===== src/hdl/bqwd_pkg.sv =====
// Shared widths, reset values, register codes and types for the window dispatcher.
package bqwd_pkg;

  // Field widths fixed by the item and register formats.
  localparam int TIME_W     = 20;
  localparam int DUR_W      = 12;
  localparam int WIN_OUT_W  = 5;
  localparam int NUMWIN_W   = 6;
  localparam int QDEPTH_W   = 5;
  localparam int CFG_IDX_W  = 2;
  localparam int CFG_DATA_W = 20;

  // Default sizes of the window table and of each waiting line.
  localparam int WINDOWS_DEF = 32;
  localparam int DEPTH_DEF   = 16;

  // Saturation limit for times and the largest job duration.
  localparam logic [TIME_W-1:0] TIME_MAX = {TIME_W{1'b1}};
  localparam int                DUR_MAX  = (1 << DUR_W) - 1;

  // Register reset values.
  localparam logic [NUMWIN_W-1:0] NUM_WINDOWS_RST = NUMWIN_W'(1);
  localparam logic [QDEPTH_W-1:0] QUEUE_DEPTH_RST = QDEPTH_W'(1);
  localparam logic [TIME_W-1:0]   CLOSE_TIME_RST  = TIME_W'(540);

  // Configuration register indexes.
  typedef enum logic [CFG_IDX_W-1:0] {
    REG_NUM_WINDOWS = 2'd0,
    REG_QUEUE_DEPTH = 2'd1,
    REG_CLOSE_TIME  = 2'd2
  } cfg_reg_t;

  // Configuration register contents as seen by the sequencer.
  typedef struct packed {
    logic [NUMWIN_W-1:0] num_windows;
    logic [QDEPTH_W-1:0] queue_depth;
    logic [TIME_W-1:0]   close_time;
  } cfg_regs_t;

endpackage


===== src/hdl/bqwd_intf.sv =====


interface bqwd_cfg_if;
  import bqwd_pkg::*;
  logic                  valid;
  logic                  ready;
  logic [CFG_IDX_W-1:0]  index;
  logic [CFG_DATA_W-1:0] data;
  modport source (output valid, output index, output data, input ready);
  modport sink   (input valid, input index, input data, output ready);
endinterface


===== src/hdl/bqwd_cfg.sv =====
// Configuration register file written over the configuration channel.
module bqwd_cfg (
  input  logic                clk,
  input  logic                rst,
  bqwd_cfg_if.sink            cfg,
  output bqwd_pkg::cfg_regs_t regs
);
  import bqwd_pkg::*;

  // Writes are always taken.
  assign cfg.ready = 1'b1;

  // Decode the register index and store the low bits of the write data.
  always_ff @(posedge clk) begin
    if (rst) begin
      regs.num_windows <= NUM_WINDOWS_RST;
      regs.queue_depth <= QUEUE_DEPTH_RST;
      regs.close_time  <= CLOSE_TIME_RST;
    end else if (cfg.valid) begin
      unique case (cfg_reg_t'(cfg.index))
        REG_NUM_WINDOWS: regs.num_windows <= cfg.data[NUMWIN_W-1:0];
        REG_QUEUE_DEPTH: regs.queue_depth <= cfg.data[QDEPTH_W-1:0];
        REG_CLOSE_TIME:  regs.close_time  <= cfg.data[TIME_W-1:0];
        default: ;
      endcase
    end
  end

endmodule


===== src/flat_wrapper.sv =====
// flat-port wrapper written by rule: the top's interface ports become plain ports
module bqwd_cfg_flat import bqwd_pkg::*;
  (clk, rst, regs, cfg_valid, cfg_index, cfg_data, cfg_ready);
  bqwd_cfg_if cfg_i ();
  input  logic clk;
  input  logic rst;
  output bqwd_pkg::cfg_regs_t regs;
  input wire logic [$bits(cfg_i.valid)-1:0] cfg_valid;
  input wire logic [$bits(cfg_i.index)-1:0] cfg_index;
  input wire logic [$bits(cfg_i.data)-1:0] cfg_data;
  output wire logic [$bits(cfg_i.ready)-1:0] cfg_ready;
  assign cfg_i.valid = cfg_valid;
  assign cfg_i.index = cfg_index;
  assign cfg_i.data = cfg_data;
  assign cfg_ready = cfg_i.ready;
  bqwd_cfg u_core (.clk(clk), .rst(rst), .cfg(cfg_i), .regs(regs));
endmodule

===== config.mk =====
export PLATFORM = sky130hd
export DESIGN_NAME = bqwd_cfg_flat
export DESIGN_NICKNAME = d
export VERILOG_FILES = /design/src/hdl/bqwd_pkg.sv /design/src/hdl/bqwd_intf.sv /design/src/hdl/bqwd_cfg.sv /design/src/flat_wrapper.sv
export SDC_FILE = /design/constraint.sdc
export NUM_CORES = 1
export LEC_CHECK = 0
export ABC_AREA = 1
export BUFFER_PORTS_ARGS = -buffer_cell sky130_fd_sc_hd__clkbuf_2
export CORE_MARGIN = 2
export CORE_UTILIZATION = 35
export CTS_CLUSTER_DIAMETER = 30
export DETAILED_ROUTE_END_ITERATION = 12
export SETUP_SLACK_MARGIN = 0.05
export SLEW_MARGIN = 20
export SYNTH_ARGS = -nofsm -noshare
export SYNTH_HDL_FRONTEND = slang
export SYNTH_SLANG_ARGS = --single-unit

===== constraint.sdc =====
create_clock -name clk -period 0.9 [get_ports clk]
set_clock_uncertainty 0.15 [all_clocks]
set_input_delay 0.045 -clock clk [delete_from_list [all_inputs] [get_ports clk]]
set_output_delay 0.045 -clock clk [all_outputs]
set_load 0.02 [all_outputs]

==> impl_metrics.env <==
export IMPL_status="finished, violations left"
export IMPL_violations="hold timing, setup timing"
export IMPL_yosysUniqueCellTypes=15
export IMPL_synth_simple_area_share=0.370
export IMPL_netlist_top_cells_area="dfxtp_1, nand2_1, nor2_1"
export IMPL_critPathKind="reg -> out"
export IMPL_diodes=0
export IMPL_end_kind="output pin"
export IMPL_rsz0062_at_grt="yes"
export IMPL_cp_slowest_cell="dfxtp_2"
export IMPL_power_density_nw_per_um2=1390
export IMPL_rows=22
export IMPL_ant_nets=0
export IMPL_hpwlAfterDp_um=1960
export IMPL_syn_nets=219
export IMPL_largest_reg_flops=31
export IMPL_hold_class="in -> reg"
export IMPL_final_common_cell="nand2_1"
export IMPL_grt_pass1_wl_um=5440
export IMPL_cp_buffers_inverters=1
export IMPL_wirelength_um=3350
export IMPL_final_min_clock_period_ps=933
export IMPL_hold_depth=3
export IMPL_power_frac_clock=0.302
export IMPL_io_pins=57
export IMPL_die_height_um=65.2
export IMPL_ir_drop_uv=775
export IMPL_drt_iter0_markers=47
export IMPL_fin_util=0.628
export IMPL_clock_sinks=31
export IMPL_leakagePower_nw=1.17
export IMPL_die_x_um=65.2
export IMPL_fp_dieArea_sq_um=4250
export IMPL_start_kind="flip-flop"
export IMPL_nets=294
export IMPL_place_congestion=0.768
export IMPL_syn_area_sq_um=1310
export IMPL_grt_start_max_net_pins=32
export IMPL_clk_pin_slew_ps=60
export IMPL_grt_overflow=0
export IMPL_reg2reg_from="u_core.regs[14]"
export IMPL_p_int_mw=2.35
export IMPL_top_register="u_core.regs"
export IMPL_port_buffers=55
export IMPL_whs_ps=-145
export IMPL_grt_pass1_vias=1255
export IMPL_synth_compound_area_frac=0.0191
export IMPL_cp_max_fo=2
export IMPL_numCtsBuffers=5
export IMPL_antenna_found_initial=0
export IMPL_cpPeakStageDelay_ps=350
export IMPL_root_buffer="clkbuf_8"
export IMPL_hp_start="cfg_data[2]"
export IMPL_fin_crit_sh=1.04
export IMPL_r2r_end="u_core.regs[14]"
export IMPL_combPwrFrac=0.217
export IMPL_clock_latency_ps=270
export IMPL_vias=1330
export IMPL_setup_violations=32
export IMPL_synthAdderAreaFrac=0
export IMPL_drc=0
export IMPL_layout_setup_ws_ps=-32.8
export IMPL_tritoncts="yes"
export IMPL_p_sw_mw=0.829
export IMPL_crit_family="flip-flops"
export IMPL_synth_seq_cells=31
export IMPL_yosysSeqAreaShare=0.474
export IMPL_synth_top_area_frac=0.474
export IMPL_synthMuxAreaShare=0
export IMPL_finalHoldViolCount=14
export IMPL_ff2ff_path_depth=5
export IMPL_largestRegisters="u_core.regs (31)"
export IMPL_fmax_mhz=1070
export IMPL_timing_max_cap_violations=0
export IMPL_dp_cells=295
export IMPL_fillers=325
export IMPL_synth_top_family_by_area="simple AND/OR/NAND/NOR gates"
export IMPL_r2r_setup_slack_ps=-10
export IMPL_synth_xor_area_frac=0
export IMPL_cts_max_path_buffers=2
export IMPL_yosysTopAreaCell="dfxtp_1"
export IMPL_power_share_sequential=0.481
export IMPL_post_route_cells_drive_above_1_share=0.440
export IMPL_layout_common_cells="nand2_1, nor2_1, buf_8, dfxtp_2, inv_1"
export IMPL_hold_path_end="u_core.regs[2]"
export IMPL_cp_required_ps=700
export IMPL_swShare=0.261
export IMPL_worstSetupPathDepth=1
export IMPL_totalPowerFinal_mw=3.17
export IMPL_syn_to_final_growth_pct=74.2
export IMPL_syn_instance_count=194
export IMPL_wl_per_cell_um=10.6
export IMPL_cp_arrival_ps=740
export IMPL_cts_htree_levels=2
export IMPL_vias_per_cell=4.21
export IMPL_postSynthAreaPerCell_sq_um=6.75
export IMPL_ys_warn_count=0
export IMPL_finalMaxSlewViolations=0
export IMPL_crit_path_cell_trace="buf_8"
export IMPL_grt_total_usage=0.165
export IMPL_start_util=0.361
export IMPL_dr_pass1_iters=4
export IMPL_core_area_sq_um=3630
export IMPL_tns_ps=-614
export IMPL_final_cells=316
==> power groups by stage <==
stage	logic, mW	clock network (mW)	registers [mW]
detailed placement	0.482	0	1.51
global route	0.754	1.05	1.53
finish	0.690	0.958	1.53
floorplan	0.207	0	1.60
global placement	0.482	0	1.51
CTS	0.640	0.993	1.51
==> per-layer routing <==
metal	up-vias	global-route usage	wire (um)
met1	568	0.194	1440
met3	5	0.0462	192
met5	-	0	0
li1	715	-	-
met2	42	0.281	1670
met4	0	0.0703	43
==> cell type report <==
type,instances,area [sq um],share of cell area
clock buffers,6,72.6,0.0318
inverters,28,105,0.0461
multi-input cells,125,543,0.238
flip-flops and latches,31,659,0.289
well taps,48,60.1,0.0263
repair buffers,78,842,0.369
==> worst max-delay path by stage <==
stage / startpoint / to / slack [ps]
global placement: cfg_index[0] / u_core.regs[21] / -20
detailed placement: cfg_valid / u_core.regs[15] / -30
global route: u_core.regs[24] / regs[24] / -70
CTS: u_core.regs[24] / regs[24] / -50
finish: u_core.regs[15] / regs[15] / -30
floorplan: u_core.regs[21] / u_core.regs[21] / 50
==> cell families after synthesis <==
kind of cell / after synthesis
other: 1
buffers and inverters: 38
flip-flops: 31
AND/OR/NAND/NOR: 119
AO/OA/AOI/OAI: 5
==> metrics by stage <==
step	hold slack (ps)	area, sq um	worst slack [ps]
CTS	-137	2210	-54.6
finish	-145	2280	-32.8
global placement	105	1680	-19.4
global route	-110	2280	-65.2
detailed placement	110	1680	-33.3
floorplan	8.22	1320	50.0
==> cell usage after synthesis (all sizes together) <==
library cell	n
a21oi	5
buf	9
clkbuf	1
conb	1
dfxtp	31
inv	28
nand2	57
nand3	14
nand4	1
nor2	47
==> repair_timing <==
action                                 in CTS  in global routing
pin swaps                                   0                  5
setup endpoints to repair                  31                 41
resized for setup                          89                 47
endpoints found under the hold margin      31                 14
hold buffers                               15                  1
setup buffers                               1                  1
Power figures use the tool's default switching activity.
