`config.mk`:
```
export PLATFORM = sky130hd
export DESIGN_NAME = bqwd_ram
export DESIGN_NICKNAME = d
export VERILOG_FILES = /design/src/hdl/bqwd_ram.sv
export SDC_FILE = /design/constraint.sdc
export NUM_CORES = 1
export LEC_CHECK = 0
export BUFFER_PORTS_ARGS = -buffer_cell sky130_fd_sc_hd__buf_4
export CAP_MARGIN = 20
export CORE_ASPECT_RATIO = 1.1
export CORE_UTILIZATION = 44
export DETAILED_ROUTE_END_ITERATION = 12
export SYNTH_ARGS = -nofsm -noshare
export SYNTH_HDL_FRONTEND = slang
export SYNTH_SLANG_ARGS = --single-unit
```
`constraint.sdc`:
```
create_clock -name clk -period 3.75 [get_ports clk]
set_input_delay 0.375 -clock clk [delete_from_list [all_inputs] [get_ports clk]]
set_output_delay 0.375 -clock clk [all_outputs]
set_load 0.005 [all_outputs]
```
`src/hdl/bqwd_ram.sv`:
```
// Generic simple dual-port RAM with one write port and a registered read port.
module bqwd_ram #(
  parameter int WIDTH = 8,
  parameter int DEPTH = 16
) (
  input  logic                                   clk,
  input  logic                                   we,
  input  logic [((DEPTH > 1) ? $clog2(DEPTH) : 1)-1:0] waddr,
  input  logic [WIDTH-1:0]                       wdata,
  input  logic [((DEPTH > 1) ? $clog2(DEPTH) : 1)-1:0] raddr,
  output logic [WIDTH-1:0]                       rdata
);

  logic [WIDTH-1:0] mem [DEPTH];

  // Write port.
  always_ff @(posedge clk) begin
    if (we) begin
      mem[waddr] <= wdata;
    end
  end

  // Registered read port.
  always_ff @(posedge clk) begin
    rdata <= mem[raddr];
  end

endmodule

```
==> reports/metrics.csv, run 1 <==
metric,value,unit
clkTransAtPathRegs,50,ps
syn_area,5150,um2
ios,26,
place.gp.congestion,0.765,
drt-vias-per-instance,5.52,
grt_overflow,0,
hold_slack,292,ps
synth-seq-cells,136,
final_max_slew_viol_count,0,
power_density,603,nW/um2
hold_buffers,0,
final.setup_skew,5.85,ps
drtIter0Drc,206,
hold_violations,0,
end_kind,register,
ys_warn_count,0,
min_period,1630,ps
status,"complete, no violations",
cap_viol_max_count,0,
cts_tree,built,
grt_max_degree,33,
nets,285,
yosysUniqueCellTypes,19,
setup_tns,0,ps
ir_drop,0.360,mV
cp_data_required_time,4040,ps
clockBufferDepth,2,
drt_wl_total,9820,um
fin_crit_sh,43.4,%
hold_class,input pin to register,
gr-usage-all-layers,18.2,%
start_kind,input pin,
n_antenna_cell,0,
hpwl,6100,um
path_max_fanout,32,
hold_depth,1,
setup_violations,0,
tightest_slew,1040,ps
clk_latency,410,ps
cts_resized,0,
syn_avg_cell_area,22.5,um2
finalPower,3690,uW
synth_cells,229,
synth_seq_area_share,77.8,%
critPathArrivalTime,1920,ps
first_pass_iters,4,
die_area,12100,um2
syn_nets,247,
initial_core_util,45.0,%
drive_gt1_share,27.5,%
die_h,115,um
grt_antenna_before_repair,0,
die_w,105,um
grt_pass1_vias,2447,
grt_pass1_wl,14900,um
core_area,11400,um2
clock-sinks,136,
post_cts_buffers,0,
cts_made_buffers,17,
fillers,873,
root_buffer,clkbuf_16,
cellLeakagePower,0.00206,uW
clock.fmax,0.615,GHz
max-slew-margin-rel,30.4,%
drc_errors,0,
rsz0062_at_grt,no,
ant_nets,0,
area_growth,19.0,%
port_buffers,25,
fp-row-count,41,
vias,2374,
criticalPathCategory,input pin to register,
cts_htree_levels,4,
routedWlPerCell,22.8,um
reg2regPathDepth,3,
-- synthesized netlist by cell type, drive strengths merged --
| cell | number | area, um2 |
|---|---|---|
| nor3 | 4 | 20.0 |
| mux4 | 32 | 773 |
| and2b | 1 | 7.51 |
| nand2 | 9 | 33.8 |
| dfxtp | 8 | 160 |
| nand3b | 2 | 15.0 |
| nand3 | 1 | 5.00 |
| clkdlybuf4s25 | 3 | 30.0 |
| and2 | 1 | 6.26 |
| or3b | 1 | 8.76 |
| nand2b | 2 | 12.5 |
| nor2 | 13 | 48.8 |
| buf | 7 | 56.3 |
| a22oi | 16 | 120 |
| edfxtp | 128 | 3840 |
| nor2b | 1 | 6.26 |
-- cell families after synthesis --
logic type | synth area share, %
simple gates | 3.18
mux | 15.0
buf+inv | 1.68
flops | 77.8
compound gates | 2.33
-- state kept, by name, summed over array words and instances (netlist names) --
signal,count
rdata,8
mem,128
-- layout by cell type (no fill, tap or decap), drive strengths merged --
master,count
clkinv,3
dfxtp,8
or3b,1
bufinv,5
nor2,13
mux4,32
nand2,9
nor3,4
buf,28
edfxtp,128
nand2b,2
nor2b,1
nand3b,2
nand3,1
and2b,1
clkbuf,25
and2,1
a22oi,16
-- power by group --
part,switching [uW],total (uW),internal (uW)
registers,9.72,1710,1700
clock network,572,1820,1250
logic,89.6,161,71.3
-- layout make-up --
type / instances / area, um2 / share of cell area (%)
timing repair buffer: 29 / 218 / 3.56
clock buffer: 24 / 492 / 8.03
clock inverter: 8 / 165 / 2.70
sequential: 136 / 4000 / 65.4
tap: 150 / 188 / 3.06
multi-input combinational: 83 / 1060 / 17.3
-- stage by stage --
stage	cell area (um2)	utilization (%)	setup slack, ps	cells
finish	6120	53.5	2120	430
global route	6120	53.5	2020	430
CTS	6120	53.5	1900	429
detailed placement	5460	47.7	1460	397
global placement	5460	47.7	1540	397
floorplan	5150	-	1880	229
-- worst max-delay path: stages --
cell and delay (ps):
buf_4 480, mux4_1 650, a22oi_1 310, nand2_1 80
-- metal layers --
layer | global-route usage [%] | part of all wire [%] | vias up
met2 | 28.8 | 49 | 86
met1 | 24.2 | 43 | 1217
li1 | - | - | 1055
met3 | 4.78 | 6.3 | 16
met5 | 0 | 0 | -
met4 | 8.17 | 1.4 | 0
-- final timing paths --
path	startpoint	end	slack [ps]
setup / recovery	raddr[0]	rdata[5]	2120
hold / removal	wdata[6]	mem[5][6]	290
setup reg to reg	mem[2][4]	rdata[4]	2340
hold reg to reg	mem[14][1]	rdata[1]	660
No activity file was read; power rests on OpenSTA's default activity.
==> run 2: changes to the inputs <==
==> constraint.sdc (replaced) <==
create_clock -name clk -period 1.44 [get_ports clk]
set_input_delay 0.144 -clock clk [delete_from_list [all_inputs] [get_ports clk]]
set_output_delay 0.144 -clock clk [all_outputs]
set_load 0.005 [all_outputs]
==> reports/metrics.csv, run 2 (synthesis gave the netlist of run 1 again) <==
metric,value,unit
slowest_delay,540,ps
ios,26,
vias,2442,
root_buffer,clkbuf_16,
cap_viol_max_count,0,
power_density,1450,nW/um2
clk_latency,410,ps
drive_gt1_share,34.6,%
port_buffers,25,
n_antenna_cell,0,
initial_core_util,45.0,%
final_max_slew_viol_count,0,
grt_antenna_before_repair,0,
gr-usage-all-layers,18.7,%
end_kind,register,
drc_errors,0,
fin_crit_sh,95.7,%
preCtsSetupSlack,-198,ps
reg_top3,"mem (128), rdata (8)",
critPathArrivalTime,1660,ps
area_growth,22.5,%
clkTransAtPathRegs,60,ps
cts_made_buffers,17,
max-slew-margin-rel,40.9,%
hold_class,input pin to register,
hpwl,6670,um
ir_drop,0.893,mV
grt_max_degree,21,
grt_pass1_wl,15400,um
critPathSlowestCell,mux4_1,
min_period,1380,ps
crit_family,multiplexers,
ant_nets,0,
largest_reg_flops,128,
rsz0062_at_grt,no,
nets,311,
hold_violations,0,
place.gp.congestion,0.708,
cts_tree,built,
die_area,12100,um2
final_common_cell,edfxtp_1,
die_h,115,um
finalPower,9130,uW
routedWlPerCell,22.4,um
final.setup_skew,6.27,ps
setup_tns,0,ps
clockBufferDepth,2,
criticalPathCategory,register to register,
grt_overflow,0,
drtIter0Drc,152,
fillers,855,
die_w,105,um
cellLeakagePower,0.00217,uW
status,"complete, no violations",
fin_ws,62.0,ps
setup_violations,0,
fp-row-count,41,
cp_data_required_time,1720,ps
crit_buf_inv,0,
start_kind,register,
drt-vias-per-instance,5.36,
drt_wl_total,10200,um
first_pass_iters,4,
clock.fmax,0.726,GHz
tightest_slew,883,ps
path_cells,"mux4_1, a22oi_2, nand2_1",
grt_pass1_vias,2518,
hold_buffers,0,
layout_common_cells,"edfxtp_1 (128), buf_4 (51), mux4_2 (18)",
largest-register,mem,
core_area,11400,um2
path_max_fanout,1,
clock-sinks,136,
cts_htree_levels,4,
run 2: final timing paths:
kind / start / slack, ps / depth (start not counted) / endpoint
worst min-delay path: wdata[2] / 40 / 1 / mem[5][2]
worst max-delay path: mem[9][4] / 60 / 3 / rdata[4]
worst min register to register: mem[14][1] / 680 / 3 / rdata[1]
worst max register to register: mem[9][4] / 60 / 3 / rdata[4]
run 2: what timing repair did:
item	CTS	global route
setup endpoints to repair	0	1
buffers inserted	0	0
resized for setup	0	1
run 2: routing by layer:
metal | GRT usage, % | vias to the layer above | part of all wire (%)
met5 | 0 | - | 0
met4 | 8.26 | 0 | 1.4
met3 | 3.94 | 11 | 5.1
met2 | 29.8 | 76 | 50
met1 | 25.4 | 1252 | 44
li1 | - | 1103 | -
run 2: area by class of cell:
| cell class | instances | area, um2 | share of cell area, % |
|---|---|---|---|
| Clock inverter | 15 | 160 | 2.54 |
| Sequential cell | 136 | 4000 | 63.5 |
| Clock buffer | 17 | 425 | 6.74 |
| Tap cell | 150 | 188 | 2.98 |
| Timing Repair Buffer | 55 | 463 | 7.34 |
| Multi-Input combinational cell | 83 | 1070 | 16.9 |
run 2: power breakdown:
group	switching (uW)	total [uW]	internal (uW)	leakage, uW
sequential	29.3	4460	4430	0.00122
clock	1520	4210	2690	0.000275
combinational	239	464	225	0.000668
run 2: stage by stage:
| stage | instances | instance area, um2 | util [%] | hold slack [ps] |
|---|---|---|---|---|
| final | 456 | 6310 | 55.1 | 42.7 |
| after detailed placement | 424 | 5720 | 50.0 | 466 |
| after global placement | 424 | 5720 | 50.0 | 452 |
| after floorplan | 229 | 5150 | - | 243 |
| after CTS | 456 | 6300 | 55.1 | 35.4 |
| after global routing | 456 | 6310 | 55.1 | 47.1 |
run 2: worst reg2reg max path, cell delays in order, from the launching register on:
cell	delay, ps
edfxtp_1	350
mux4_1	540
a22oi_2	280
nand2_1	90
==> run 3: changes to the inputs <==
--- a/config.mk
+++ b/config.mk
@@ -7,7 +7,7 @@
 export LEC_CHECK = 0
 export BUFFER_PORTS_ARGS = -buffer_cell sky130_fd_sc_hd__buf_4
 export CAP_MARGIN = 20
-export CORE_ASPECT_RATIO = 1.1
+export CORE_ASPECT_RATIO = 0.9
 export CORE_UTILIZATION = 44
 export DETAILED_ROUTE_END_ITERATION = 12
 export SYNTH_ARGS = -nofsm -noshare
==> reports/metrics.csv, run 3 (synthesis gave the netlist of run 1 again) <==
metric,value,unit
ant_nets,0,
layout_common_cells,"edfxtp_1 (128), buf_4 (53), mux4_2 (18)",
die_w,116,um
drt-vias-per-instance,5.26,
drt_wl_total,10000,um
die_h,105,um
hold_class,input pin to register,
core_area,11400,um2
dp_cells,433,
start_kind,register,
fp-row-count,37,
path_cells,"mux4_2, a22oi_1, nand2_1",
vias,2444,
cap_viol_max_count,0,
final_common_cell,edfxtp_1,
first_pass_iters,4,
grt_pass1_wl,15600,um
root_buffer,clkbuf_16,
gr-usage-all-layers,18.8,%
crit_family,multiplexers,
ir_drop,0.725,mV
cellLeakagePower,0.00219,uW
drc_errors,0,
cts_made_buffers,17,
end_kind,register,
clock.fmax,0.717,GHz
rsz0062_at_grt,no,
largest-register,mem,
fin_crit_sh,96.9,%
hold_slack,43.4,ps
crit_buf_inv,0,
initial_core_util,45.0,%
reg_top3,"mem (128), rdata (8)",
min_period,1400,ps
clockBufferDepth,2,
largest_reg_flops,128,
fin_cells,465,
path_max_fanout,1,
fin_util,55.6,%
n_antenna_cell,0,
clkTransAtPathRegs,60,ps
critPathArrivalTime,1680,ps
die_area,12100,um2
grt_max_degree,17,
cts_tree,built,
fillers,871,
clk_latency,410,ps
port_buffers,25,
final.setup_skew,12.1,ps
grt_overflow,0,
max-slew-margin-rel,45.7,%
critPathSlowestCell,mux4_2,
power_density,1450,nW/um2
cp_data_required_time,1720,ps
setup_violations,0,
place.gp.congestion,0.780,
grt_antenna_before_repair,0,
tightest_slew,812,ps
clock-sinks,136,
post_cts_buffers,0,
grt_pass1_vias,2620,
drtIter0Drc,145,
routedWlPerCell,21.5,um
criticalPathCategory,register to register,
cts_htree_levels,4,
hpwl,6600,um
setup_tns,0,ps
status,"complete, no violations",
nets,314,
drive_gt1_share,35.0,%
slowest_delay,470,ps
area_growth,23.6,%
ios,26,
hold_violations,0,
final_max_slew_viol_count,0,
[run 3: per-layer routing]
layer | GRT usage (%) | share of wire [%]
met5 | 0 | 0
met4 | 7.42 | 0.77
met3 | 3.71 | 6.0
met2 | 27.6 | 48
met1 | 27.8 | 46
[run 3: path summary, 6_finish.rpt]
path / from / end / slack (ps) / cells after the start
worst min-delay path: wdata[4] / mem[6][4] / 40 / 1
worst max register to register: mem[3][6] / rdata[6] / 40 / 3
worst max-delay path: mem[3][6] / rdata[6] / 40 / 3
worst min register to register: mem[14][1] / rdata[1] / 670 / 3
[run 3: area by class of cell]
class	count	area, um2	share of cell area [%]
multi-input cells	83	1070	16.8
flip-flops and latches	136	4000	62.9
clock inverters	12	151	2.38
repair buffers	58	498	7.83
well taps	156	195	3.07
clock buffers	20	447	7.02
[run 3: per-stage QoR]
stage / setup WS, ps / total power, uW / cell area, um2
final: 44.7 / 9260 / 6360
after global routing: 3.30 / 9520 / 6360
after CTS: 20.8 / 9320 / 6360
after detailed placement: -152 / 5010 / 5760
after global placement: -157 / 5000 / 5760
after floorplan: 29.9 / 4750 / 5150
[run 3: timing repair]
item,CTS,global route
hold buffers,0,0
setup endpoints to repair,0,1
resized for setup,0,1
[run 3: power breakdown]
group          internal (uW)  leakage, uW  switching (uW)
Combinational            232     0.000688             238
Clock                   2760     0.000280            1570
Sequential              4430      0.00122            29.3
