==> config.mk <==
export PLATFORM = sky130hd
export DESIGN_NAME = bqwd_seq_flat
export DESIGN_NICKNAME = d
export VERILOG_FILES = /design/src/hdl/bqwd_pkg.sv /design/src/hdl/bqwd_intf.sv /design/src/hdl/bqwd_seq.sv /design/src/flat_wrapper.sv
export SDC_FILE = /design/constraint.sdc
export NUM_CORES = 1
export LEC_CHECK = 0
export BUFFER_PORTS_ARGS = -buffer_cell sky130_fd_sc_hd__buf_2
export CORE_MARGIN = 3
export CORE_UTILIZATION = 60
export DETAILED_ROUTE_END_ITERATION = 12
export PLACE_DENSITY = 0.92
export SLEW_MARGIN = 10
export SYNTH_ARGS = -nofsm -noshare
export SYNTH_HDL_FRONTEND = slang
export SYNTH_SLANG_ARGS = --single-unit
==> constraint.sdc <==
create_clock -name clk -period 17.8 [get_ports clk]
set_input_delay 0 -clock clk [delete_from_list [all_inputs] [get_ports clk]]
set_output_delay 0 -clock clk [all_outputs]
set_load 0.02 [all_outputs]
==> src/hdl/bqwd_pkg.sv <==
// Shared widths, reset values, register codes and types for the window dispatcher.
package bqwd_pkg;

  // Field widths fixed by the item and register formats.
  localparam int TIME_W     = 20;
  localparam int DUR_W      = 12;
  localparam int WIN_OUT_W  = 5;
  localparam int NUMWIN_W   = 6;
  localparam int QDEPTH_W   = 5;
  localparam int CFG_IDX_W  = 2;
  localparam int CFG_DATA_W = 20;

  // Default sizes of the window table and of each waiting line.
  localparam int WINDOWS_DEF = 32;
  localparam int DEPTH_DEF   = 16;

  // Saturation limit for times and the largest job duration.
  localparam logic [TIME_W-1:0] TIME_MAX = {TIME_W{1'b1}};
  localparam int                DUR_MAX  = (1 << DUR_W) - 1;

  // Register reset values.
  localparam logic [NUMWIN_W-1:0] NUM_WINDOWS_RST = NUMWIN_W'(1);
  localparam logic [QDEPTH_W-1:0] QUEUE_DEPTH_RST = QDEPTH_W'(1);
  localparam logic [TIME_W-1:0]   CLOSE_TIME_RST  = TIME_W'(540);

  // Configuration register indexes.
  typedef enum logic [CFG_IDX_W-1:0] {
    REG_NUM_WINDOWS = 2'd0,
    REG_QUEUE_DEPTH = 2'd1,
    REG_CLOSE_TIME  = 2'd2
  } cfg_reg_t;

  // Configuration register contents as seen by the sequencer.
  typedef struct packed {
    logic [NUMWIN_W-1:0] num_windows;
    logic [QDEPTH_W-1:0] queue_depth;
    logic [TIME_W-1:0]   close_time;
  } cfg_regs_t;

endpackage

==> src/hdl/bqwd_intf.sv <==
// Handshake channel interfaces for jobs, results and configuration writes.
interface bqwd_job_if;
  import bqwd_pkg::*;
  logic             valid;
  logic             ready;
  logic [DUR_W-1:0] duration;
  modport source (output valid, output duration, input ready);
  modport sink   (input valid, input duration, output ready);
endinterface

interface bqwd_res_if;
  import bqwd_pkg::*;
  logic                 valid;
  logic                 ready;
  logic [WIN_OUT_W-1:0] window;
  logic [TIME_W-1:0]    start_time;
  logic [TIME_W-1:0]    finish_time;
  logic                 refused;
  modport source (output valid, output window, output start_time, output finish_time,
                  output refused, input ready);
  modport sink   (input valid, input window, input start_time, input finish_time,
                  input refused, output ready);
endinterface


==> src/hdl/bqwd_seq.sv <==
// Dispatch sequencer: round-robin fill, earliest-head scan and window update.
module bqwd_seq #(
  parameter int WINDOWS = bqwd_pkg::WINDOWS_DEF,
  parameter int DEPTH   = bqwd_pkg::DEPTH_DEF
) (
  input  logic                clk,
  input  logic                rst,
  input  bqwd_pkg::cfg_regs_t cfg_regs,
  bqwd_job_if.sink            job,
  bqwd_res_if.source          result,
  // Window table port: {next_free, tail, head} per window.
  output logic                win_we,
  output logic [((WINDOWS > 1) ? $clog2(WINDOWS) : 1)-1:0] win_waddr,
  output logic [bqwd_pkg::TIME_W + 2*((DEPTH > 1) ? $clog2(DEPTH) : 1)-1:0] win_wdata,
  output logic [((WINDOWS > 1) ? $clog2(WINDOWS) : 1)-1:0] win_raddr,
  input  logic [bqwd_pkg::TIME_W + 2*((DEPTH > 1) ? $clog2(DEPTH) : 1)-1:0] win_rdata,
  // Line store port: finish times, addressed by {window, slot}.
  output logic                line_we,
  output logic [((WINDOWS > 1) ? $clog2(WINDOWS) : 1) + ((DEPTH > 1) ? $clog2(DEPTH) : 1)-1:0]
                              line_waddr,
  output logic [bqwd_pkg::TIME_W-1:0] line_wdata,
  output logic [((WINDOWS > 1) ? $clog2(WINDOWS) : 1) + ((DEPTH > 1) ? $clog2(DEPTH) : 1)-1:0]
                              line_raddr,
  input  logic [bqwd_pkg::TIME_W-1:0] line_rdata
);
  import bqwd_pkg::*;

  localparam int WIW = (WINDOWS > 1) ? $clog2(WINDOWS) : 1;
  localparam int NW  = $clog2(WINDOWS + 1);
  localparam int DW  = (DEPTH > 1) ? $clog2(DEPTH) : 1;
  localparam int MW  = $clog2(DEPTH + 1);
  localparam int SW  = MW + 1;
  localparam int FCW = $clog2(WINDOWS * DEPTH + 1);
  localparam int EW  = TIME_W + 2 * DW;

  typedef enum logic [3:0] {
    ST_IDLE = 4'b0001,
    ST_SCAN = 4'b0010,
    ST_READ = 4'b0100,
    ST_UPD  = 4'b1000
  } state_t;

  state_t             state;
  logic [FCW-1:0]     fill_count;
  logic [WIW-1:0]     fill_window;
  logic [WINDOWS-1:0] vld;
  logic               res_valid;
  logic               p1;
  logic               p2;

  logic [DUR_W-1:0]   dur;
  logic [WIW-1:0]     w;
  logic               pop;
  logic [NW-1:0]      scan_cnt;
  logic [WIW-1:0]     i1;
  logic [WIW-1:0]     i2;
  logic [TIME_W-1:0]  best;
  logic               first;

  logic [WIN_OUT_W-1:0] res_window;
  logic [TIME_W-1:0]    res_start;
  logic [TIME_W-1:0]    res_finish;
  logic                 res_refused;

  logic [NW-1:0]      n_eff;
  logic [MW-1:0]      m_eff;
  logic [FCW-1:0]     fill_limit;
  logic               fill_mode;
  logic [WIW-1:0]     fw_wrap;
  logic [NW-1:0]      fw_inc;
  logic [WIW-1:0]     fw_next;
  logic               accept;
  logic               scan_issue;
  logic               scan_done;
  logic [DW-1:0]      scan_head;
  logic [EW-1:0]      entry;
  logic [TIME_W-1:0]  start;
  logic [TIME_W:0]    sum;
  logic [TIME_W-1:0]  finish;
  logic [DW-1:0]      head;
  logic [DW-1:0]      tail;
  logic [DW-1:0]      head_new;
  logic [DW-1:0]      tail_new;
  logic               upd_fire;

  // Next ring slot, wrapping at the line length in use.
  function automatic logic [DW-1:0] adv_slot(input logic [DW-1:0] s, input logic [MW-1:0] m);
    logic [SW-1:0] t;
    t = SW'(s) + SW'(1);
    return (t >= SW'(m)) ? '0 : DW'(t);
  endfunction

  // Effective window count and line length, clamped to the built sizes.
  always_comb begin
    if (cfg_regs.num_windows == '0) begin
      n_eff = NW'(1);
    end else if (int'(cfg_regs.num_windows) > WINDOWS) begin
      n_eff = NW'(WINDOWS);
    end else begin
      n_eff = NW'(cfg_regs.num_windows);
    end
    if (cfg_regs.queue_depth == '0) begin
      m_eff = MW'(1);
    end else if (int'(cfg_regs.queue_depth) > DEPTH) begin
      m_eff = MW'(DEPTH);
    end else begin
      m_eff = MW'(cfg_regs.queue_depth);
    end
  end

  // Round-robin fill decision and next fill window.
  assign fill_limit = FCW'(n_eff) * FCW'(m_eff);
  assign fill_mode  = fill_count < fill_limit;
  assign fw_wrap    = (NW'(fill_window) >= n_eff) ? '0 : fill_window;
  assign fw_inc     = NW'(fw_wrap) + NW'(1);
  assign fw_next    = (fw_inc >= n_eff) ? '0 : WIW'(fw_inc);

  assign job.ready  = (state == ST_IDLE);
  assign accept     = job.valid && (state == ST_IDLE);

  // Scan pipeline: table read, then line head read, then compare.
  assign scan_issue = (state == ST_SCAN) && (scan_cnt < n_eff);
  assign scan_done  = (state == ST_SCAN) && (scan_cnt == n_eff) && !p1 && !p2;
  assign scan_head  = vld[i1] ? win_rdata[DW-1:0] : '0;
  assign win_raddr  = (state == ST_SCAN) ? scan_cnt[WIW-1:0] : w;
  assign line_raddr = {i1, scan_head};

  // Update of the chosen window; a window never written reads as all zero.
  assign entry    = vld[w] ? win_rdata : '0;
  assign start    = entry[EW-1 -: TIME_W];
  assign tail     = entry[2*DW-1 -: DW];
  assign head     = entry[DW-1:0];
  assign sum      = {1'b0, start} + (TIME_W + 1)'(dur);
  assign finish   = sum[TIME_W] ? TIME_MAX : sum[TIME_W-1:0];
  assign head_new = pop ? adv_slot(head, m_eff) : head;
  assign tail_new = adv_slot(tail, m_eff);
  assign upd_fire = (state == ST_UPD) && (!res_valid || result.ready);

  assign win_we     = upd_fire;
  assign win_waddr  = w;
  assign win_wdata  = {finish, tail_new, head_new};
  assign line_we    = upd_fire;
  assign line_waddr = {w, tail};
  assign line_wdata = finish;

  // Control state.
  always_ff @(posedge clk) begin
    if (rst) begin
      state       <= ST_IDLE;
      fill_count  <= '0;
      fill_window <= '0;
      vld         <= '0;
      res_valid   <= 1'b0;
      p1          <= 1'b0;
      p2          <= 1'b0;
    end else begin
      p1 <= scan_issue;
      p2 <= p1;
      if (upd_fire) begin
        res_valid <= 1'b1;
      end else if (result.valid && result.ready) begin
        res_valid <= 1'b0;
      end
      unique case (state)
        ST_IDLE: begin
          if (accept) begin
            if (fill_mode) begin
              fill_window <= fw_next;
              fill_count  <= fill_count + FCW'(1);
              state       <= ST_READ;
            end else begin
              state <= ST_SCAN;
            end
          end
        end
        ST_SCAN: begin
          if (scan_done) begin
            state <= ST_READ;
          end
        end
        ST_READ: begin
          state <= ST_UPD;
        end
        ST_UPD: begin
          if (upd_fire) begin
            vld[w] <= 1'b1;
            state  <= ST_IDLE;
          end
        end
        default: state <= ST_IDLE;
      endcase
    end
  end

  // Item working registers and the earliest-head compare.
  always_ff @(posedge clk) begin
    if (accept) begin
      dur      <= job.duration;
      scan_cnt <= '0;
      first    <= 1'b1;
      pop      <= !fill_mode;
      if (fill_mode) begin
        w <= fw_wrap;
      end
    end
    if (scan_issue) begin
      scan_cnt <= scan_cnt + NW'(1);
    end
    i1 <= scan_cnt[WIW-1:0];
    i2 <= i1;
    if (p2 && (first || (line_rdata < best))) begin
      best  <= line_rdata;
      w     <= i2;
      first <= 1'b0;
    end
  end

  // Result register.
  always_ff @(posedge clk) begin
    if (upd_fire) begin
      res_window  <= WIN_OUT_W'(w);
      res_start   <= start;
      res_finish  <= finish;
      res_refused <= (start >= cfg_regs.close_time);
    end
  end

  assign result.valid       = res_valid;
  assign result.window      = res_window;
  assign result.start_time  = res_start;
  assign result.finish_time = res_finish;
  assign result.refused     = res_refused;

endmodule

==> src/flat_wrapper.sv <==
// flat-port wrapper written by rule: the top's interface ports become plain ports
module bqwd_seq_flat import bqwd_pkg::*;
#(
  parameter int WINDOWS = bqwd_pkg::WINDOWS_DEF,
  parameter int DEPTH   = bqwd_pkg::DEPTH_DEF
)
  (clk, rst, cfg_regs, win_we, win_waddr, win_wdata, win_raddr, win_rdata, line_we, line_waddr, line_wdata, line_raddr, line_rdata, job_valid, job_duration, job_ready, result_valid, result_window, result_start_time, result_finish_time, result_refused, result_ready);
  bqwd_job_if job_i ();
  bqwd_res_if result_i ();
  input  logic clk;
  input  logic rst;
  input  bqwd_pkg::cfg_regs_t cfg_regs;
  output logic win_we;
  output logic [((WINDOWS > 1) ? $clog2(WINDOWS) : 1)-1:0] win_waddr;
  output logic [bqwd_pkg::TIME_W + 2*((DEPTH > 1) ? $clog2(DEPTH) : 1)-1:0] win_wdata;
  output logic [((WINDOWS > 1) ? $clog2(WINDOWS) : 1)-1:0] win_raddr;
  input  logic [bqwd_pkg::TIME_W + 2*((DEPTH > 1) ? $clog2(DEPTH) : 1)-1:0] win_rdata;
  output logic line_we;
  output logic [((WINDOWS > 1) ? $clog2(WINDOWS) : 1) + ((DEPTH > 1) ? $clog2(DEPTH) : 1)-1:0] line_waddr;
  output logic [bqwd_pkg::TIME_W-1:0] line_wdata;
  output logic [((WINDOWS > 1) ? $clog2(WINDOWS) : 1) + ((DEPTH > 1) ? $clog2(DEPTH) : 1)-1:0] line_raddr;
  input  logic [bqwd_pkg::TIME_W-1:0] line_rdata;
  input wire logic [$bits(job_i.valid)-1:0] job_valid;
  input wire logic [$bits(job_i.duration)-1:0] job_duration;
  output wire logic [$bits(job_i.ready)-1:0] job_ready;
  output wire logic [$bits(result_i.valid)-1:0] result_valid;
  output wire logic [$bits(result_i.window)-1:0] result_window;
  output wire logic [$bits(result_i.start_time)-1:0] result_start_time;
  output wire logic [$bits(result_i.finish_time)-1:0] result_finish_time;
  output wire logic [$bits(result_i.refused)-1:0] result_refused;
  input wire logic [$bits(result_i.ready)-1:0] result_ready;
  assign job_i.valid = job_valid;
  assign job_i.duration = job_duration;
  assign job_ready = job_i.ready;
  assign result_valid = result_i.valid;
  assign result_window = result_i.window;
  assign result_start_time = result_i.start_time;
  assign result_finish_time = result_i.finish_time;
  assign result_refused = result_i.refused;
  assign result_i.ready = result_ready;
  bqwd_seq #(.WINDOWS(WINDOWS), .DEPTH(DEPTH)) u_core (.clk(clk), .rst(rst), .cfg_regs(cfg_regs), .job(job_i), .result(result_i), .win_we(win_we), .win_waddr(win_waddr), .win_wdata(win_wdata), .win_raddr(win_raddr), .win_rdata(win_rdata), .line_we(line_we), .line_waddr(line_waddr), .line_wdata(line_wdata), .line_raddr(line_raddr), .line_rdata(line_rdata));
endmodule
==> flow_summary_export.csv, run 1 <==
group,metric,value,unit
sta,final_critical_path_setup_slack,11.44,ns
hold_path,worstHoldStart,"win_rdata[20]",
status,status,"completed",
sta,whs,0.0479,ns
cts,post_cts_buffers,0,
synth,synth_area_per_cell,10.1,µm²
critical_path,critPathMostFrequentCell,"inv_1",
sta,hold_viol,0,
die,initial_utilization,0.621,
synth,synth.top_cell.area_share,0.271,
place,pre_cts_slack,11.91,ns
drt,drt-initial-drc-count,1002,
critical_path,critPathLaunchType,"flip-flop",
synth,syn-num-nets,1203,
cts,clock-sinks,155,
cts,clkTransAtPathRegs,0.06,ns
critical_path,r2r_end,"u_core.result.finish_time[8]$_DFFE_PP_",
critical_path,crit_chain,"mux2i_1 -> o221ai_1 -> a221oi_1 -> a21oi_2 -> buf_4 -> nand2_1 -> inv_1 -> ha_1 -> inv_1 -> fa_1 -> nor2b_1 -> o31a_1 -> o221a_2 -> o21a_1 -> o2111ai_1 -> o21ai_0 -> buf_2",
critical_path,max_stage_delay,1.13,ns
synth,synth_most_common_cell,"ha_1",
die,rows,46,
cts,h-tree-depth,4,
synth,synthArstFlopShare,0,
die,core,16100,µm²
layout,num_antenna_cells,0,
synth,yosys_most_used_dff,"edfxtp_1",
synth,syn_inst,986,
synth,yosysSeqAreaShare,0.401,
drt,wl_per_cell,20.1,µm
flow_run,drv_cap,0,
synth,yosysWarnings,0,
pwr,pwr_density_cell,86.1,nW/µm²
synth,ys_ff_latch,155,
drt,drc,0,
critical_path,reg2reg_depth,16,
drt,route.final.wire_length,29100,µm
cts,ctsRootBufferMaster,"clkbuf_16",
synth,synth_enable_flop_cells,90,
sta,timing.final.crit_share,0.357,
die,dieWidth,135,µm
critical_path,cp_num_cells,17,
cts,cts_tree,"yes",
global_route,grt_max_degree,55,
sta,min_period,6.36,ns
drt,dr.pass1.iters,6,
place,port_buffers,220,
layout,nets,1438,
synth,synthTopCellsByCount,"110 x ha_1, 91 x nor2_1, 90 x edfxtp_1, 85 x inv_1, 65 x dfxtp_1",
sta,setup-tns-final,0,ns
sta,fmax,157,MHz
drt,via_count,8939,
critical_path,worstSetupPathType,"reg -> out",
sta,worst_slew_pin_slew,1.18,ns
critical_path,critPathArrivalTime,6.36,ns
sta,max_slew_margin,0.213,
critical_path,worstPathRequired,17.80,ns
cts,clk_path_buf_depth,2,
pwr,power.leakage,0.00562,µW
critical_path,critPathBufInv,4,
critical_path,reg2reg_setup_slack,11.78,ns
drt,antenna_left,0,
critical_path,crit_fanout,36,
die,die_h,135,µm
synth,ys_types,75,
global_route,grt_util_all_layers,0.317,
die,die-area,18200,µm²
pwr,finalPower,1040,µW
critical_path,reg2reg_from,"u_core.win_waddr[1]$_DFFE_PP_",
sta,setup_viol,0,
sta,drv_slew,0,
hold_path,whs_path_depth,2,
hold_path,hp-class,"in -> reg",
critical_path,crit_slowest_cell,"edfxtp_1",
critical_path,end_kind,"output port",
layout,layout-drive-gt1-share,0.241,
cts,clock_latency,0.44,ns
synth,ys_top_cells_by_area,"edfxtp_1 27%, ha_1 14%, dfxtp_1 13%",
sta,finClkSkew,0.0176,ns
global_route,antenna_found_initial,0,
die,ioPinCount,221,
global_route,grt_pass1_wl,45600,µm
place,place_hpwl,19700,µm
hold_path,hold_end,"u_core.result.start_time[12]$_DFFE_PP_",
drt,via_per_inst,6.16,
cts,cts_buffers,17,
layout,area_delta_synth_final,21.5,%
sta,rsz0062_at_grt,"no",
pwr,ir_drop,0.0000750,V
synth,yosys.area.top_type,"edfxtp_1",
synth,syn-cell-area,9970,µm²
global_route,grt-ovfl-total,0,
place,gp_congestion,0.897,
global_route,grt_pass1_vias,8938,
critical_path,cp_top_family,"compound AO/OA/AOI/OAI gates",
-- power by group --
part	switching (µW)	internal, µW
logic	172	105
registers	16.1	393
clock network	154	203
-- registers in the layout (all words and copies together), names as in the netlist, 4 cells and up --
| register | cells |
|---|---|
| u_core.i2 | 5 |
| u_core.result.finish_time | 20 |
| u_core.win_waddr | 5 |
| u_core.result.start_time | 20 |
| u_core.fill_window | 5 |
| u_core.fill_count | 10 |
| u_core.dur | 12 |
| u_core.state | 4 |
| u_core.i1 | 5 |
| u_core.result.window | 5 |
| u_core.scan_cnt | 6 |
| u_core.best | 20 |
| u_core.vld | 32 |
-- cell families after synthesis --
kind of cell             Yosys count  synth area share
AND/OR/NAND/NOR                  299             0.155
AO/OA/AOI/OAI                    200             0.140
flip-flops                       155             0.401
buffers and inverters            144            0.0660
adder cells (fa/ha/maj)          122             0.162
multiplexers                      37            0.0504
XOR/XNOR                          29            0.0255
-- through the flow --
step                      area, µm²  std cells   util
after floorplan                9970        986      -
after global placement        11000       1366  0.687
after detailed placement      11000       1366  0.687
after CTS                     12100       1450  0.755
after global routing          12100       1450  0.755
final                         12100       1450  0.755
-- area by class of cell --
cell class	instances	area, µm²
multi-input cells	687	5320
flip-flops and latches	155	4000
fillers	914	3940
repair buffers	274	1640
clock buffers	21	462
inverters	86	323
well taps	216	270
clock inverters	11	108
-- worst max-delay path by stage --
stage / start / endpoint / slack, ns
5_1_grt: u_core.win_waddr[1]$_DFFE_PP_ / line_wdata[8] / 11.26
6_report: u_core.win_waddr[1]$_DFFE_PP_ / line_wdata[8] / 11.44
4_1_cts: u_core.win_waddr[1]$_DFFE_PP_ / line_wdata[8] / 11.66
3_5_place_dp: cfg_regs[30] / u_core.fill_count[7]$_SDFFE_PP0P_ / 11.91
3_3_place_gp: cfg_regs[30] / u_core.fill_count[7]$_SDFFE_PP0P_ / 12.06
2_1_floorplan: u_core.state[2]$_SDFFE_PP0P_ / u_core.vld[28]$_SDFFE_PP0P_ / 10.39
-- layout by cell type, fill, tap and decap left out, types with 4 or more instances in the layout --
| cell | count |
|---|---|
| mux2i_1 | 21 |
| a21oi_1 | 59 |
| o21ai_0 | 25 |
| a211o_1 | 4 |
| nand2b_1 | 18 |
| xor2_1 | 14 |
| o21a_1 | 10 |
| fa_1 | 12 |
| ha_1 | 110 |
| edfxtp_1 | 90 |
| o221a_2 | 6 |
| a21o_1 | 32 |
| nand4_1 | 18 |
| buf_2 | 220 |
| mux2_2 | 6 |
| o2bb2ai_1 | 5 |
| xnor2_1 | 15 |
| nand3b_1 | 4 |
| o32ai_1 | 5 |
| o221ai_1 | 8 |
| and3_1 | 15 |
| nor2b_1 | 15 |
| a31oi_1 | 7 |
| dlygate4sd3_1 | 52 |
| clkbuf_16 | 18 |
| or2_2 | 11 |
| nor3_1 | 15 |
| inv_1 | 85 |
| mux4_2 | 10 |
| and2_1 | 22 |
| a211oi_1 | 5 |
| nor2_1 | 91 |
| nand3_1 | 16 |
| dfxtp_1 | 65 |
| nand2_1 | 53 |
-- worst register-to-register path: stages (launching register included) --
cell	delay [ns]
edfxtp_1	1.13
mux2i_1	0.34
o221ai_1	0.22
a221oi_1	0.49
a21oi_2	0.06
buf_4	0.26
nand2_1	0.15
inv_1	0.07
ha_1	0.23
inv_1	0.10
fa_1	0.19
nor2b_1	0.07
o31a_1	0.29
o221a_2	0.28
o21a_1	0.32
o2111ai_1	0.91
o21ai_0	0.53
-- layer usage --
metal	up-vias	GRT usage	part of all wire
li1	4010	-	-
met1	4177	0.368	0.37
met2	603	0.553	0.49
met3	149	0.0577	0.088
met4	0	0.175	0.054
met5	-	0	0
-- timing repair --
item                                   in CTS  in global routing
hold buffers                               52                  0
gates resized for setup                     0                  0
endpoints found under the hold margin      52                  0
(Power assumes the default switching activity.)
==> inputs of run 2 (changes only) <==
--- a/config.mk
+++ b/config.mk
@@ -7,9 +7,9 @@
 export LEC_CHECK = 0
 export BUFFER_PORTS_ARGS = -buffer_cell sky130_fd_sc_hd__buf_2
 export CORE_MARGIN = 3
-export CORE_UTILIZATION = 60
+export CORE_UTILIZATION = 56
 export DETAILED_ROUTE_END_ITERATION = 12
-export PLACE_DENSITY = 0.92
+export PLACE_DENSITY = 0.87
 export SLEW_MARGIN = 10
 export SYNTH_ARGS = -nofsm -noshare
 export SYNTH_HDL_FRONTEND = slang
==> constraint.sdc (replaced) <==
create_clock -name clk -period 6.3 [get_ports clk]
set_input_delay 0 -clock clk [delete_from_list [all_inputs] [get_ports clk]]
set_output_delay 0 -clock clk [all_outputs]
set_load 0.02 [all_outputs]
==> flow_summary_export.csv, run 2 (same netlist as run 1, synthesis figures left out) <==
group,metric,value,unit
critical_path,worstSetupPathType,"reg -> out",
global_route,top_usage_layer,"met2",
sta,finClkSkew,0.0110,ns
die,dieWidth,139,µm
global_route,grt_util_all_layers,0.280,
layout,final-seq-area,4000,µm²
sta,fmax,173,MHz
layout,largest_register,"u_core.vld",
cts,clk_path_buf_depth,2,
critical_path,crit_fanout,24,
pwr,clkPwrFrac,0.349,
hold_path,whs_path_depth,2,
place,dp.cells,1377,
layout,final_common_cell,"buf_2",
sta,min_period,5.78,ns
layout,finalNonFillerCells,1462,
sta,timing.final.crit_share,0.917,
global_route,use_met1,0.328,
sta,max_slew_margin,0.202,
cts,clkTransAtPathRegs,0.07,ns
layout,largest_register_ff_count,32,
place,port_buffers,220,
global_route,use_met2,0.479,
die,ioPinCount,221,
cts,clock-sinks,155,
sta,rsz0062_at_grt,"no",
cts,ctsRootBufferMaster,"clkbuf_16",
drt,dr.pass1.iters,5,
drt,route.final.wire_length,27400,µm
layout,nets,1441,
hold_path,hold_end,"u_core.result.start_time[9]$_DFFE_PP_",
critical_path,critPathLaunchType,"flip-flop",
sta,setup-tns-final,0,ns
critical_path,reg2reg_setup_slack,0.97,ns
die,rows,48,
pwr,power.leakage,0.00565,µW
global_route,grt_pass1_vias,8681,
global_route,grt_pass1_wl,43900,µm
layout,layout-drive-gt1-share,0.243,
critical_path,r2r_end,"u_core.result.finish_time[17]$_DFFE_PP_",
cts,h-tree-depth,4,
die,core,17400,µm²
global_route,grt_max_degree,55,
place,pre_cts_slack,0.559,ns
layout,nFillCells,1187,
drt,wl_per_cell,18.7,µm
pwr,p_sw_frac,0.330,
layout,num_antenna_cells,0,
hold_path,worstHoldStart,"win_rdata[17]",
drt,drt-initial-drc-count,683,
sta,hold_viol,0,
flow_run,drv_cap,0,
layout,utilization,0.702,
sta,worst_slew_pin_slew,1.20,ns
layout,layout_common_cells,"220 x buf_2, 110 x ha_1, 91 x nor2_1, 90 x edfxtp_1, 85 x inv_1",
cts,clock_latency,0.43,ns
drt,via_count,8621,
drt,drc,0,
hold_path,hp-class,"in -> reg",
critical_path,worstPathRequired,6.30,ns
pwr,comb_power_share,0.258,
status,status,"completed",
critical_path,end_kind,"output port",
sta,final_critical_path_setup_slack,0.523,ns
sta,drv_slew,0,
die,die_h,139,µm
global_route,antenna_found_initial,0,
critical_path,reg2reg_depth,15,
place,gp_congestion,0.940,
global_route,grt-ovfl-total,0,
critical_path,critPathArrivalTime,5.78,ns
pwr,switchingPower,971,µW
pwr,ir_drop,0.000178,V
layout,multi_input_area,5330,µm²
cts,cts_tree,"yes",
critical_path,reg2reg_from,"u_core.win_waddr[1]$_DFFE_PP_",
pwr,pwr_density_cell,242,nW/µm²
layout,area_delta_synth_final,22.2,%
drt,via_per_inst,5.90,
pwr,p_seq_frac,0.392,
die,initial_utilization,0.575,
sta,setup_viol,0,
global_route,met3_usage,0.0667,
pwr,power.internal,1980,µW
cts,cts_buffers,17,
place,place_hpwl,19100,µm
die,die-area,19400,µm²
drt,antenna_left,0,
[run 2: worst max-delay path by stage]
stage                                  startpoint  cells past startpoint  slack [ns]                                  to
CTS                 u_core.win_waddr[1]$_DFFE_PP_                     16        0.58                       win_wdata[25]
finish              u_core.win_waddr[1]$_DFFE_PP_                     16        0.52                       win_wdata[25]
floorplan                            cfg_regs[30]                     20        1.05   u_core.fill_count[7]$_SDFFE_PP0P_
global placement                     cfg_regs[30]                     21        0.74       u_core.win_waddr[0]$_DFFE_PP_
detailed placement                   cfg_regs[30]                     21        0.56  u_core.fill_window[2]$_SDFFE_PP0P_
global route        u_core.win_waddr[1]$_DFFE_PP_                     16        0.07                       win_wdata[25]
[run 2: area by class of cell]
| cell class | instances | share of cell area |
|---|---|---|
| repair buffers | 277 | 0.136 |
| multi-input cells | 687 | 0.437 |
| well taps | 225 | 0.0231 |
| clock inverters | 12 | 0.00944 |
| inverters | 86 | 0.0265 |
| flip-flops and latches | 155 | 0.328 |
| clock buffers | 20 | 0.0393 |
[run 2: routing by layer]
metal | vias to the layer above | routed length (µm)
li1 | 4018 | -
met1 | 4060 | 10600
met2 | 444 | 13500
met3 | 99 | 2140
met4 | 0 | 1180
met5 | - | 0
[run 2: power by group through the flow]
stage,clock [µW],combinational (µW),sequential (µW)
after floorplan,0,546,1160
after global placement,0,698,1180
after detailed placement,0,720,1180
after CTS,1040,753,1160
after global routing,1080,831,1160
final,1030,761,1160
[run 2: critical path, stage by stage (launching register included)]
cell and delay (ns):
edfxtp_1 1.10, mux2i_1 0.29, o221ai_1 0.24, a22oi_1 0.14, a21oi_2 0.58, nand2_1 0.17
inv_1 0.12, ha_1 0.20, inv_1 0.06, fa_1 0.37, nor2b_1 0.20, o31a_1 0.19
o221a_2 0.22, o21a_1 0.35, o211ai_1 0.13, a311oi_1 0.63, buf_2 0.30
[run 2: per-stage QoR]
step / power, µW / instance area [µm²] / hold slack (ns)
3_3_place_gp: 1870 / 11100 / 0.177
6_report: 2950 / 12200 / 0.0214
3_5_place_dp: 1900 / 11100 / 0.178
4_1_cts: 2950 / 12200 / 0.00649
5_1_grt: 3080 / 12200 / 0.0175
2_1_floorplan: 1710 / 9980 / 0.0989
[run 2: what timing repair did]
action	in CTS	in global routing
hold endpoints to repair	53	0
hold buffers	53	0
buffers inserted	0	0
gates resized for setup	0	0
